`src/sv/gfcc_pkg.sv`:
```
// shared types and constants for the graph file crc-64 checker
`timescale 1ns / 1ps
`default_nettype none

package gfcc_pkg;

  // crc-64 jones polynomial, msb-first
  localparam logic [63:0] CRC_POLY   = 64'had93_d235_94c9_35a9;
  // file magic, little-endian on the wire
  localparam logic [63:0] FILE_MAGIC = 64'h4353_5200_0000_0001;
  // precision tags
  localparam logic [31:0] TAG_SINGLE = 32'h4650_3332;
  localparam logic [31:0] TAG_DOUBLE = 32'h4650_3634;

  // field lengths in bytes
  localparam logic [3:0] LEN_WORD = 4'd8;
  localparam logic [3:0] LEN_TAG  = 4'd4;

  // status codes
  localparam logic [2:0] ST_BUSY         = 3'd0;
  localparam logic [2:0] ST_VALID        = 3'd1;
  localparam logic [2:0] ST_BAD_MAGIC    = 3'd2;
  localparam logic [2:0] ST_TAG_MISMATCH = 3'd3;
  localparam logic [2:0] ST_TRUNC_TAG    = 3'd4;
  localparam logic [2:0] ST_MISSING_CRC  = 3'd5;
  localparam logic [2:0] ST_CRC_MISMATCH = 3'd6;

  typedef enum logic [6:0] {
    PH_MAGIC   = 7'b000_0001,
    PH_TAG     = 7'b000_0010,
    PH_NV      = 7'b000_0100,
    PH_NE      = 7'b000_1000,
    PH_PAYLOAD = 7'b001_0000,
    PH_STORED  = 7'b010_0000,
    PH_DONE    = 7'b100_0000
  } phase_t;

  typedef struct packed {
    logic [7:0] data_byte;
    logic       last_byte;
  } in_req_t;

  typedef struct packed {
    logic [2:0]  status;
    logic        verdict;
    logic [63:0] running_crc;
  } out_req_t;

endpackage

`default_nettype wire

```
`src/sv/gfcc_crc_step.sv`:
```
// one byte of the crc-64 jones update, msb-first
`timescale 1ns / 1ps
`default_nettype none

module gfcc_crc_step (
  input  wire logic [63:0] crc_in,
  input  wire logic [7:0]  data_byte,
  output logic      [63:0] crc_out
);

  always_comb begin
    logic [63:0] c;
    c = crc_in ^ {data_byte, 56'd0};
    for (int i = 0; i < 8; i++) begin
      if (c[63]) begin
        c = {c[62:0], 1'b0} ^ gfcc_pkg::CRC_POLY;
      end else begin
        c = {c[62:0], 1'b0};
      end
    end
    crc_out = c;
  end

endmodule

`default_nettype wire

```
`src/sv/gfcc_parse_core.sv`:
```
// file parser state, payload counter and crc accumulator, one byte per step
`timescale 1ns / 1ps
`default_nettype none

module gfcc_parse_core #(
  parameter int COUNT_BITS = 64
) (
  input  wire logic               clk,
  input  wire logic               rst_n,
  input  wire logic               step,
  input  wire gfcc_pkg::in_req_t  req,
  input  wire logic               expect_double,
  output gfcc_pkg::out_req_t      result
);

  localparam int SUM_W = 68;
  localparam logic [SUM_W-1:0] CNT_MAX = (SUM_W'(1) << COUNT_BITS) - SUM_W'(1);

  gfcc_pkg::phase_t        phase_r, phase_nxt;
  logic [3:0]              cnt_r, cnt_nxt;
  logic [63:0]             fs_r, fs_nxt;
  logic [COUNT_BITS-1:0]   vtx_r, vtx_nxt;
  logic [COUNT_BITS-1:0]   pay_r, pay_nxt;
  logic [63:0]             crc_r, crc_nxt;
  logic [2:0]              fin_r, fin_nxt;

  logic [63:0]             crc_step;
  logic [63:0]             fs_ins;
  logic [3:0]              cnt_inc;
  logic [SUM_W-1:0]        vtx_sum;
  logic [SUM_W-1:0]        pay_sum;
  logic [COUNT_BITS-1:0]   pay_dec;
  logic [31:0]             tag_want;

  gfcc_crc_step u_crc (
    .crc_in    (crc_r),
    .data_byte (req.data_byte),
    .crc_out   (crc_step)
  );

  always_comb begin
    fs_ins = fs_r;
    fs_ins[{cnt_r[2:0], 3'b000} +: 8] = fs_r[{cnt_r[2:0], 3'b000} +: 8] | req.data_byte;
    cnt_inc  = cnt_r + 4'd1;
    // (nv + 1) * 8
    vtx_sum  = SUM_W'({fs_ins, 3'b000}) + SUM_W'(8);
    // payload = (nv + 1) * 8 + ne * 8, plus ne * 4 more for 8-byte weights
    pay_sum  = SUM_W'(vtx_r) + SUM_W'({fs_ins, 3'b000}) +
               (expect_double ? SUM_W'({fs_ins, 2'b00}) : SUM_W'(0));
    pay_dec  = pay_r - COUNT_BITS'(1);
    tag_want = expect_double ? gfcc_pkg::TAG_DOUBLE : gfcc_pkg::TAG_SINGLE;
  end

  always_comb begin
    phase_nxt = phase_r;
    cnt_nxt   = cnt_r;
    fs_nxt    = fs_r;
    vtx_nxt   = vtx_r;
    pay_nxt   = pay_r;
    crc_nxt   = crc_r;
    fin_nxt   = fin_r;
    result.status      = fin_r;
    result.verdict     = 1'b0;
    result.running_crc = crc_r;

    if (phase_r != gfcc_pkg::PH_DONE) begin
      if (phase_r != gfcc_pkg::PH_STORED) begin
        crc_nxt = crc_step;
      end
      if (phase_r != gfcc_pkg::PH_PAYLOAD) begin
        fs_nxt  = fs_ins;
        cnt_nxt = cnt_inc;
      end

      case (phase_r)
        gfcc_pkg::PH_MAGIC: begin
          if (cnt_inc == gfcc_pkg::LEN_WORD) begin
            cnt_nxt = 4'd0;
            fs_nxt  = 64'd0;
            if (fs_ins != gfcc_pkg::FILE_MAGIC) begin
              fin_nxt   = gfcc_pkg::ST_BAD_MAGIC;
              phase_nxt = gfcc_pkg::PH_DONE;
            end else begin
              phase_nxt = gfcc_pkg::PH_TAG;
            end
          end
        end
        gfcc_pkg::PH_TAG: begin
          if (cnt_inc == gfcc_pkg::LEN_TAG) begin
            cnt_nxt = 4'd0;
            fs_nxt  = 64'd0;
            if (fs_ins[31:0] != tag_want) begin
              fin_nxt   = gfcc_pkg::ST_TAG_MISMATCH;
              phase_nxt = gfcc_pkg::PH_DONE;
            end else begin
              phase_nxt = gfcc_pkg::PH_NV;
            end
          end
        end
        gfcc_pkg::PH_NV: begin
          if (cnt_inc == gfcc_pkg::LEN_WORD) begin
            cnt_nxt   = 4'd0;
            fs_nxt    = 64'd0;
            vtx_nxt   = (vtx_sum > CNT_MAX) ? CNT_MAX[COUNT_BITS-1:0]
                                            : vtx_sum[COUNT_BITS-1:0];
            phase_nxt = gfcc_pkg::PH_NE;
          end
        end
        gfcc_pkg::PH_NE: begin
          if (cnt_inc == gfcc_pkg::LEN_WORD) begin
            cnt_nxt   = 4'd0;
            fs_nxt    = 64'd0;
            pay_nxt   = (pay_sum > CNT_MAX) ? CNT_MAX[COUNT_BITS-1:0]
                                            : pay_sum[COUNT_BITS-1:0];
            phase_nxt = (pay_nxt == '0) ? gfcc_pkg::PH_STORED : gfcc_pkg::PH_PAYLOAD;
          end
        end
        gfcc_pkg::PH_PAYLOAD: begin
          pay_nxt = pay_dec;
          if (pay_dec == '0) begin
            cnt_nxt   = 4'd0;
            fs_nxt    = 64'd0;
            phase_nxt = gfcc_pkg::PH_STORED;
          end
        end
        gfcc_pkg::PH_STORED: begin
          if (cnt_inc == gfcc_pkg::LEN_WORD) begin
            cnt_nxt   = 4'd0;
            fs_nxt    = 64'd0;
            fin_nxt   = (fs_ins == crc_r) ? gfcc_pkg::ST_VALID : gfcc_pkg::ST_CRC_MISMATCH;
            phase_nxt = gfcc_pkg::PH_DONE;
          end
        end
        default: begin
        end
      endcase

      if (phase_nxt == gfcc_pkg::PH_DONE) begin
        result.verdict = 1'b1;
      end else if (req.last_byte) begin
        // file ended early
        case (phase_nxt)
          gfcc_pkg::PH_MAGIC: fin_nxt = gfcc_pkg::ST_BAD_MAGIC;
          gfcc_pkg::PH_TAG:   fin_nxt = gfcc_pkg::ST_TRUNC_TAG;
          default:            fin_nxt = gfcc_pkg::ST_MISSING_CRC;
        endcase
        phase_nxt      = gfcc_pkg::PH_DONE;
        cnt_nxt        = 4'd0;
        fs_nxt         = 64'd0;
        result.verdict = 1'b1;
      end

      result.status      = (phase_nxt == gfcc_pkg::PH_DONE) ? fin_nxt : gfcc_pkg::ST_BUSY;
      result.running_crc = crc_nxt;
    end
  end

  always_ff @(posedge clk) begin
    if (!rst_n || (step && req.last_byte)) begin
      phase_r <= gfcc_pkg::PH_MAGIC;
      cnt_r   <= 4'd0;
      fs_r    <= 64'd0;
      vtx_r   <= '0;
      pay_r   <= '0;
      crc_r   <= 64'd0;
      fin_r   <= gfcc_pkg::ST_BUSY;
    end else if (step) begin
      phase_r <= phase_nxt;
      cnt_r   <= cnt_nxt;
      fs_r    <= fs_nxt;
      vtx_r   <= vtx_nxt;
      pay_r   <= pay_nxt;
      crc_r   <= crc_nxt;
      fin_r   <= fin_nxt;
    end
  end

  a_verdict_once: assert property (@(posedge clk) disable iff (!rst_n)
    step && result.verdict |-> phase_r != gfcc_pkg::PH_DONE)
    else $error("verdict raised after the file status was already fixed");

  a_restart: assert property (@(posedge clk) disable iff (!rst_n)
    step && req.last_byte |=> phase_r == gfcc_pkg::PH_MAGIC && crc_r == 64'd0)
    else $error("parser did not restart after the last byte");

  a_done_holds: assert property (@(posedge clk) disable iff (!rst_n)
    step && !req.last_byte && phase_r == gfcc_pkg::PH_DONE |=>
      phase_r == gfcc_pkg::PH_DONE && $stable(crc_r) && $stable(fin_r))
    else $error("state moved after the verdict");

  a_payload_nonzero: assert property (@(posedge clk) disable iff (!rst_n)
    phase_r == gfcc_pkg::PH_PAYLOAD |-> pay_r != '0)
    else $error("payload phase with nothing left to skip");

endmodule

`default_nettype wire

```
`config.mk`:
```
export PLATFORM = sky130hd
export DESIGN_NAME = gfcc_parse_core
export DESIGN_NICKNAME = d
export VERILOG_FILES = /design/src/sv/gfcc_pkg.sv /design/src/sv/gfcc_crc_step.sv /design/src/sv/gfcc_parse_core.sv
export SDC_FILE = /design/constraint.sdc
export NUM_CORES = 1
export LEC_CHECK = 0
export ABC_AREA = 1
export BUFFER_PORTS_ARGS = -buffer_cell sky130_fd_sc_hd__buf_4
export CORE_UTILIZATION = 40
export CTS_BUF_LIST = sky130_fd_sc_hd__clkbuf_8
export DETAILED_ROUTE_END_ITERATION = 16
export SLEW_MARGIN = 5
export SYNTH_ARGS = -nofsm -noshare
export SYNTH_HDL_FRONTEND = slang
export SYNTH_SLANG_ARGS = --single-unit
```
`constraint.sdc`:
```
create_clock -name clk -period 7.2 [get_ports clk]
set_input_delay 1.44 -clock clk [delete_from_list [all_inputs] [get_ports clk]]
set_output_delay 1.44 -clock clk [all_outputs]
set_load 0.01 [all_outputs]
```
==> summary.md, run 1 <==
| Metric | Value |
|---|---|
| Post-synth EDFFs | `0` |
| Pre-antenna DRT Iters | `6` |
| Post-synth design cell area | `approximately 30000 um^2` |
| Worst Hold Launch | `pay_r[62]` |
| Clk slew on worst S/H paths | `roughly 0.06 ns` |
| Fill cell count | `7734` |
| Share of layout cells above drive strength 1 | `25.76%` |
| Sequential power share | `between 10% and 20%` |
| CP Max Fanout | `7` |
| Max Slew Vio Count | `0` |
| Largest net degree at the start of global routing | `166` |
| Final setup TNS | `-3.803 ns` |
| Crit-path most repeated cell | `buf_4` |
| Failing checks | `setup timing` |
| Setup crit start kind | `flop` |
| Max-Cap Viols | `0` |
| Cell area power density | `284.6 nW/um^2` |
| WP data arrival | `8.65 ns` |
| Async set or reset register ratio after synthesis | `0%` |
| Vias per cell | `approximately 5.3` |
| Crit path required time | `7.85 ns` |
| Final Worst Setup Slack | `-0.8000 ns` |
| Status | `finished with violations` |
| Die Width | `277.3 um` |
| Die H | `approximately 280 um` |
| Final net count | `6203` |
| Vias in the first global route | `36.26k` |
| Global-route wire length before repair | `around 220000 um` |
| CTS tree | `done` |
| Core area | `74700 um^2` |
| Initial Utilization | `40.58%` |
| Final setup skew | `approximately 0.055 ns` |
| Detailed Route Iter0 Violations | `3276` |
| Pwr Total | `11780 uW` |
| Sw frac | `49.42%` |
| Initial antenna violation count | `1` |
| Area of the multi-input gates | `22920 um^2` |
| Tightest Pin Transition | `approximately 1.2 ns` |
| Synth Register Bits | `268` |
| Tmin final | `roughly 8.0 ns` |
| Final wirelength | `approximately 150000 um` |
| Switching power | `5823 uW` |
| Final hold violation count | `0` |
| Layout area overhead | `36.56%` |
| Post-layout util | `between 50 and 60%` |
| Clk_lat worst skew | `0.72 ns` |
| Fmax | `about 130 MHz` |
| Clock Power Share | `15.7%` |
| Syn Nets | `5470` |
| VDD IR-drop max | `0.8468 mV` |
| Comb pwr share | `68.8%` |
| Register Area | `5373 um^2` |
| CTS buffer count | `57` |
| Leak | `~0.021 uW` |
| CTS root buffer | `clkbuf_8` |
| Largest area contributor in the netlist | `nand2_1` |
| Remaining antenna violation count after routing | `0` |
| Worst Hold End | `pay_r[62]` |
| Hold Path Stages | `2` |
| Clk sinks | `268` |
| Die ar. | `approximately 77000 um^2` |
| # setup viols final | `5` |
| IO Pins | `81` |
| Hold Crit Class | `reg2reg` |
| Grt total ovfl | `0` |
| Kind of critical path | `reg2reg` |
| Clock buffer depth | `3` |
| Pre-CTS worst setup slack | `-1.114 ns` |
| Unrepaired setup endpoints after global routing | `yes` |
| Relative slew slack | `19.26%` |
| GP Congestion | `1.073` |
| Unique masters post-synth | `67` |
| Port Buf Inserts | `80` |
| Site Rows | `100` |
| RR Startpoint | `cnt_r[0]` |
| Post-Synthesis Cells | `5314` |
| Top post-synthesis cells by area | `nand2_1 19%, dfxtp_1 18%, inv_1 11%` |
| Synth warn | `0` |
| H-tree depth reported by CTS | `2` |
| Yosys top cell area share | `a little under a fifth` |
| Main synth FF type | `dfxtp_1` |
| R2R Setup Slk | `-0.80 ns` |
| Seq/Total Area, Yosys | `17.70%` |
| Post-DP HPWL | `118200 um` |
| Total GRT Usage | `38.48%` |
| Mean routed wirelength per cell | `21.39 um` |
| Reg2Reg Depth | `62` |
| Reg-to-reg endpoint | `fin_r[0]` |
| Syn_area_per_cell | `5.704 um^2` |
| Via count | `around 37k` |
| Slowest stage delay, CP | `0.57 ns` |
| Critical-path top delay cell | `fa_1` |
| CP Capture Type | `flop` |
| Fin crit share | `111.1%` |
| Post-CTS Hold Buffers | `0` |
| Remaining DRCs | `0` |
| Power Internal | `5959 uW` |
-- cell type report --
class / count / area share [%]
multi-input combinational: 3912 / 55.36
clock inverter: 28 / 0.5108
timing repair buffer: 873 / 17.19
clock buffer: 74 / 2.460
tap: 969 / 2.929
sequential: 268 / 12.98
antenna: 1 / 0.006045
inverter: 935 / 8.569
-- metal layers --
metal | track usage (%) | wire (um)
met1 | 43.95 | 57630
met2 | 64.21 | 69550
met3 | 5.424 | 9789
met4 | 31.10 | 14050
met5 | 0.06254 | 0
-- worst max-delay path by stage --
stage             start  cells past startpoint         end
2_1_floorplan  cnt_r[0]                     37  result[65]
3_3_place_gp     req[4]                     37  result[64]
3_5_place_dp     req[4]                     37  result[64]
4_1_cts        cnt_r[0]                     39  result[66]
5_1_grt        cnt_r[0]                     60    fin_r[0]
6_report       cnt_r[0]                     62    fin_r[0]
-- power by group through the flow --
stage / clock network, uW / registers, uW / logic [uW]
2_1_floorplan: 0 / 1760 / 4170
3_3_place_gp: 0 / 1840 / 7650
3_5_place_dp: 0 / 1850 / 7660
4_1_cts: 1880 / 1820 / 7940
5_1_grt: 1940 / 1840 / 8640
6_report: 1850 / 1820 / 8110
-- layout by cell type, fill, tap and decap left out, types with 58 or more instances in the layout --
cell type	count
inv_1	847
inv_2	94
a211oi_1	63
clkbuf_8	74
xor2_1	181
o21ai_1	80
nand2_2	153
xnor2_1	72
nor2_1	530
buf_4	807
nand3_1	252
a21oi_1	304
ha_4	58
fa_1	58
nand2_1	1344
dfxtp_1	266
o21ai_0	246
nand4_1	65
-- synthesized netlist by cell type, types with 10 or more instances --
| cell type | number |
|---|---|
| o21ai_2 | 21 |
| nor4_1 | 22 |
| nand3_1 | 272 |
| nand2_2 | 25 |
| o22ai_1 | 26 |
| nand2_1 | 1510 |
| o21ai_0 | 253 |
| nand4_1 | 65 |
| xnor2_1 | 72 |
| or2_2 | 18 |
| buf_2 | 26 |
| xor2_1 | 184 |
| nor3_1 | 46 |
| a21oi_1 | 340 |
| fa_1 | 62 |
| o211ai_1 | 49 |
| o21ai_1 | 92 |
| o311ai_0 | 12 |
| inv_2 | 56 |
| nand3b_1 | 10 |
| ha_1 | 81 |
| o21bai_1 | 22 |
| dfxtp_1 | 268 |
| nor2_1 | 574 |
| nor2_2 | 25 |
| clkbuf_1 | 151 |
| a211oi_1 | 63 |
| inv_1 | 875 |
| nand3_2 | 11 |
-- critical path: cells and delay by family, from the launching register on --
family / cells / cell delay, ns
adders and majority gates: 4 / 1.23
DFF: 1 / 0.38
buffers and inverters: 33 / 3.89
and+or+nand+nor: 23 / 2.13
AOI/OAI and AO/OA: 2 / 0.28
-- timing repair --
action / in CTS / in global routing
pin swaps: 137 / 54
resized for setup: 513 / 75
gates cloned: 2 / 0
setup buffers: 89 / 21
hold endpoints to repair: 0 / 0
endpoints found under the setup margin: 4 / 5
-- logic make-up (layout without fill, tap and decap cells) --
kind of cell               Yosys count  after routing  synth area share (%)
xor gates and xnor gates           258            258                 7.504
AOI/OAI and AO/OA                  903            903                 16.89
DFF                                268            268                 17.70
buffers and inverters             1134           1910                 14.48
other                                0              1                     0
adders and majority gates          143            143                 7.438
muxes                                2              2               0.07017
and+or+nand+nor                   2606           2606                 35.92
-- per-stage QoR --
stage	cell area [um^2]	hold WS (ns)	instances
after floorplan	30320	0.4453	5314
after global placement	36720	0.4535	6845
after detailed placement	36720	0.4608	6845
after CTS	40990	0.4700	7038
after global routing	41400	0.5195	7060
final	41400	0.4706	7060
-- state kept, by name, indices dropped and copies added, names as in the netlist --
signal and cells:
pay_r 64, fs_r 64, vtx_r 62, phase_r 7
fin_r 3, cnt_r 4, crc_r 64
Power figures use the tool's default switching activity.
==> run 2, diff against run 1 <==
--- a/config.mk
+++ b/config.mk
@@ -10,7 +10,9 @@
 export CORE_UTILIZATION = 40
 export CTS_BUF_LIST = sky130_fd_sc_hd__clkbuf_8
 export DETAILED_ROUTE_END_ITERATION = 16
+export REMOVE_ABC_BUFFERS = 1
 export SLEW_MARGIN = 5
 export SYNTH_ARGS = -nofsm -noshare
 export SYNTH_HDL_FRONTEND = slang
 export SYNTH_SLANG_ARGS = --single-unit
+export TNS_END_PERCENT = 5
==> run 2 against run 1 <==
Effect of this change: sequential share of layout area is 0.22 points higher; the run still ends with setup timing left; critical path type is now reg2out; clock-buffer cell count unchanged; combinational power decreased by 1%; core utilization shrank 0.95 points; highest routed layer is now met5; sequential cell count is the same; wire length fell by 3.6%; final cell count grew 0.52%; hold slack worse by 0.0048 ns; first-iteration DRC count is 1.1% higher; register-to-register slack got worse by 0.20 ns; largest cell class unchanged; global-route usage down 1.5 points.
==> summary.md, run 2 (synthesis gave the netlist of run 1 again) <==
| Metric | Value |
|---|---|
| Remaining antenna violation count after routing | `0 (unchanged)` |
| Initial Utilization | `40.58% (unchanged)` |
| Power Internal | `5949 uW (-0.16%)` |
| Grt total ovfl | `0 (unchanged)` |
| Post-CTS Hold Buffers | `0 (unchanged)` |
| Routed met1 length | `57330 um (-0.52%)` |
| Die H | `277.3 um (unchanged)` |
| Relative slew slack | `20.96% (+1.7 points)` |
| Leak | `0.02096 uW (-0.71%)` |
| R2R Setup Slk | `-1.00 ns (-0.20 ns)` |
| CTS root buffer | `clkbuf_8` |
| VDD IR-drop max | `0.8770 mV (+3.6%)` |
| Crit path required time | `5.76 ns (-2.09 ns)` |
| Global-route wire length before repair | `215500 um (-3.6%)` |
| Clk sinks | `268 (unchanged)` |
| WHS | `0.4658 ns (-0.004819 ns)` |
| Worst Hold End | `pay_r[62]` |
| Detailed Route Iter0 Violations | `3313 (+1.1%)` |
| Post-placement cell area | `37180 um^2 (+1.2%)` |
| Clk_lat worst skew | `0.73 ns (about the same)` |
| Pre-CTS worst setup slack | `-1.022 ns (+0.09220 ns)` |
| Kind of critical path | `reg2out` |
| CP Capture Type | `primary output` |
| Final setup skew | `0.06423 ns (+0.009202 ns)` |
| H-tree depth reported by CTS | `2 (unchanged)` |
| Layout Cell Area excl Fill | `40690 um^2 (-1.7%)` |
| Final Worst Setup Slack | `-1.035 ns (-0.2351 ns)` |
| Die Width | `277.3 um (unchanged)` |
| Layout area overhead | `34.22%` |
| Worst Hold Launch | `pay_r[62]` |
| Clock buffer depth | `3 (unchanged)` |
| Reg2Reg Depth | `62 (unchanged)` |
| Max-Cap Viols | `0 (unchanged)` |
| Critical-path top delay cell | `fa_1` |
| Most common cell after layout, fill and taps aside | `nand2_1` |
| Switching power | `5645 uW (-3.1%)` |
| Remaining DRCs | `0 (unchanged)` |
| Final wirelength | `145500 um (-3.6%)` |
| Post-layout util | `54.47% (-0.95 points)` |
| Metal2 WL | `66560 um (-4.3%)` |
| Core area | `74700 um^2 (unchanged)` |
| Clk slew on worst S/H paths | `0.06 ns (about the same)` |
| Top Layer Used | `met5` |
| Initial antenna violation count | `3 (+2)` |
| Crit-path most repeated cell | `nand2_2` |
| Reg-to-reg endpoint | `fin_r[0]` |
| CTS buffer count | `56 (-1.8%)` |
| Sw frac | `48.69% (-0.74 points)` |
| Fmax | `121.4 MHz (-2.9%)` |
| Final net count | `6236 (+0.53%)` |
| Vias in the first global route | `35.35k (-2.5%)` |
| Pre-antenna DRT Iters | `6 (unchanged)` |
| Total GRT Usage | `36.94% (-1.5 points)` |
| Slowest stage delay, CP | `0.55 ns (-0.02 ns)` |
| GP Congestion | `1.035 (-3.5%)` |
| Mean routed wirelength per cell | `20.50 um (-4.1%)` |
| Largest net degree at the start of global routing | `170 (+2.4%)` |
| Post-DP HPWL | `114900 um (-2.8%)` |
| Max Slew Vio Count | `0 (unchanged)` |
| Tightest Pin Transition | `1.177 ns (-0.03459 ns)` |
| Unrepaired setup endpoints after global routing | `yes` |
| # setup viols final | `5 (unchanged)` |
| WP data arrival | `6.80 ns (-1.85 ns)` |
| Tmin final | `8.235 ns (+0.2351 ns)` |
| Share of layout cells above drive strength 1 | `23.73% (-2.0 points)` |
| Vias per cell | `5.225 (-1.6%)` |
| Sequential power share | `15.6% (about the same)` |
| Commonest non-fill, non-tap cells in the layout | `1426 x nand2_1, 873 x inv_1, 854 x buf_4` |
| Via count | `37.08k (-1.1%)` |
| Comb pwr share | `69.1% (+0.3 points)` |
| CP Max Fanout | `11 (+4)` |
| Setup crit start kind | `flop` |
| Failing checks | `setup timing` |
| Site Rows | `100 (unchanged)` |
| RR Startpoint | `cnt_r[0]` |
| Fin crit share | `114.4% (+3.3 points)` |
| Cell area power density | `284.9 nW/um^2 (+0.12%)` |
| Clock Power Share | `15.3% (-0.4 points)` |
| Biggest regs | `crc_r: 64 flops, fs_r: 64 flops, pay_r: 64 flops` |
| CTS tree | `done` |
| IO Pins | `81 (unchanged)` |
| Status | `finished with violations` |
| Final hold violation count | `0 (unchanged)` |
| Hold Crit Class | `reg2reg` |
| Fill cell count | `7814 (+1.0%)` |
| Hold Path Stages | `2 (unchanged)` |
| Port Buf Inserts | `80 (unchanged)` |
| Detail Route met3 WL | `9561 um (-2.3%)` |
| Die ar. | `76890 um^2 (unchanged)` |
==> run 2: cell count changes in the layout (fill, tap and decap cells not counted), sizes merged <==
cell and change:
diode +3, nor2 +1, inv +3, bufbuf +1, buf +31, clkinvlp -2, clkinv +1, bufinv -2
clkbuf +1
==> run 2: worst max-delay path: cells and delay by family, from the launching register on <==
kind / cells / cell delay, ns
compound gates: 6 / 0.84
fa+ha+maj: 3 / 0.94
buf+inv: 13 / 1.49
flops: 1 / 0.39
simple gates: 21 / 2.35
==> run 2: what timing repair did <==
action,in CTS,in global routing
gates resized for setup,268,85
hold endpoints to repair,0,0
cloned,4,1
setup endpoints to repair,4,5
setup buffers,55,16
pin swaps,72,44
==> run 2: through the flow <==
step                instances  total power (uW)  TNS (ns)
floorplan                5115              5879  -2114.16
global placement         6915              9482    -4.033
detailed placement       6915              9491    -4.079
CTS                      7076             11470    -4.066
global route             7095             12320    -6.154
finish                   7097             11590    -5.045
==> run 2: worst max-delay path by stage <==
stage	endpoint	from	slack, ns	depth (start not counted)
after floorplan	vtx_r[14]	req[0]	-10.97	5
after global placement	result[67]	req[6]	-1.01	33
after detailed placement	result[64]	req[6]	-1.02	32
after CTS	result[65]	cnt_r[0]	-0.83	43
after global routing	fin_r[0]	cnt_r[0]	-1.25	62
final	result[64]	cnt_r[0]	-1.04	43
==> run 2: metal layers <==
| layer | global-route usage [%] | up-vias |
|---|---|---|
| met4 | 26.48 | 2 |
| met2 | 61.44 | 1543 |
| met5 | 0 | - |
| li1 | - | 18220 |
| met3 | 4.237 | 461 |
| met1 | 44.19 | 16860 |
==> run 2: layout make-up <==
cell class | instances | area [um^2] | area share, %
sequential | 268 | 5370 | 13.20
antenna | 4 | 10.01 | 0.02460
timing repair buffer | 906 | 7291 | 17.92
clock buffer | 74 | 1018 | 2.503
multi-input combinational | 3913 | 22090 | 54.31
clock inverter | 28 | 160.2 | 0.3936
inverter | 935 | 3530 | 8.675
tap | 969 | 1212 | 2.980
==> run 2: power groups by stage <==
stage / Combinational [uW] / Sequential [uW] / Clock [uW]
after floorplan: 4110 / 1770 / 0
after global placement: 7650 / 1830 / 0
after detailed placement: 7650 / 1840 / 0
after CTS: 7860 / 1800 / 1800
after global routing: 8640 / 1820 / 1860
final: 8010 / 1810 / 1770
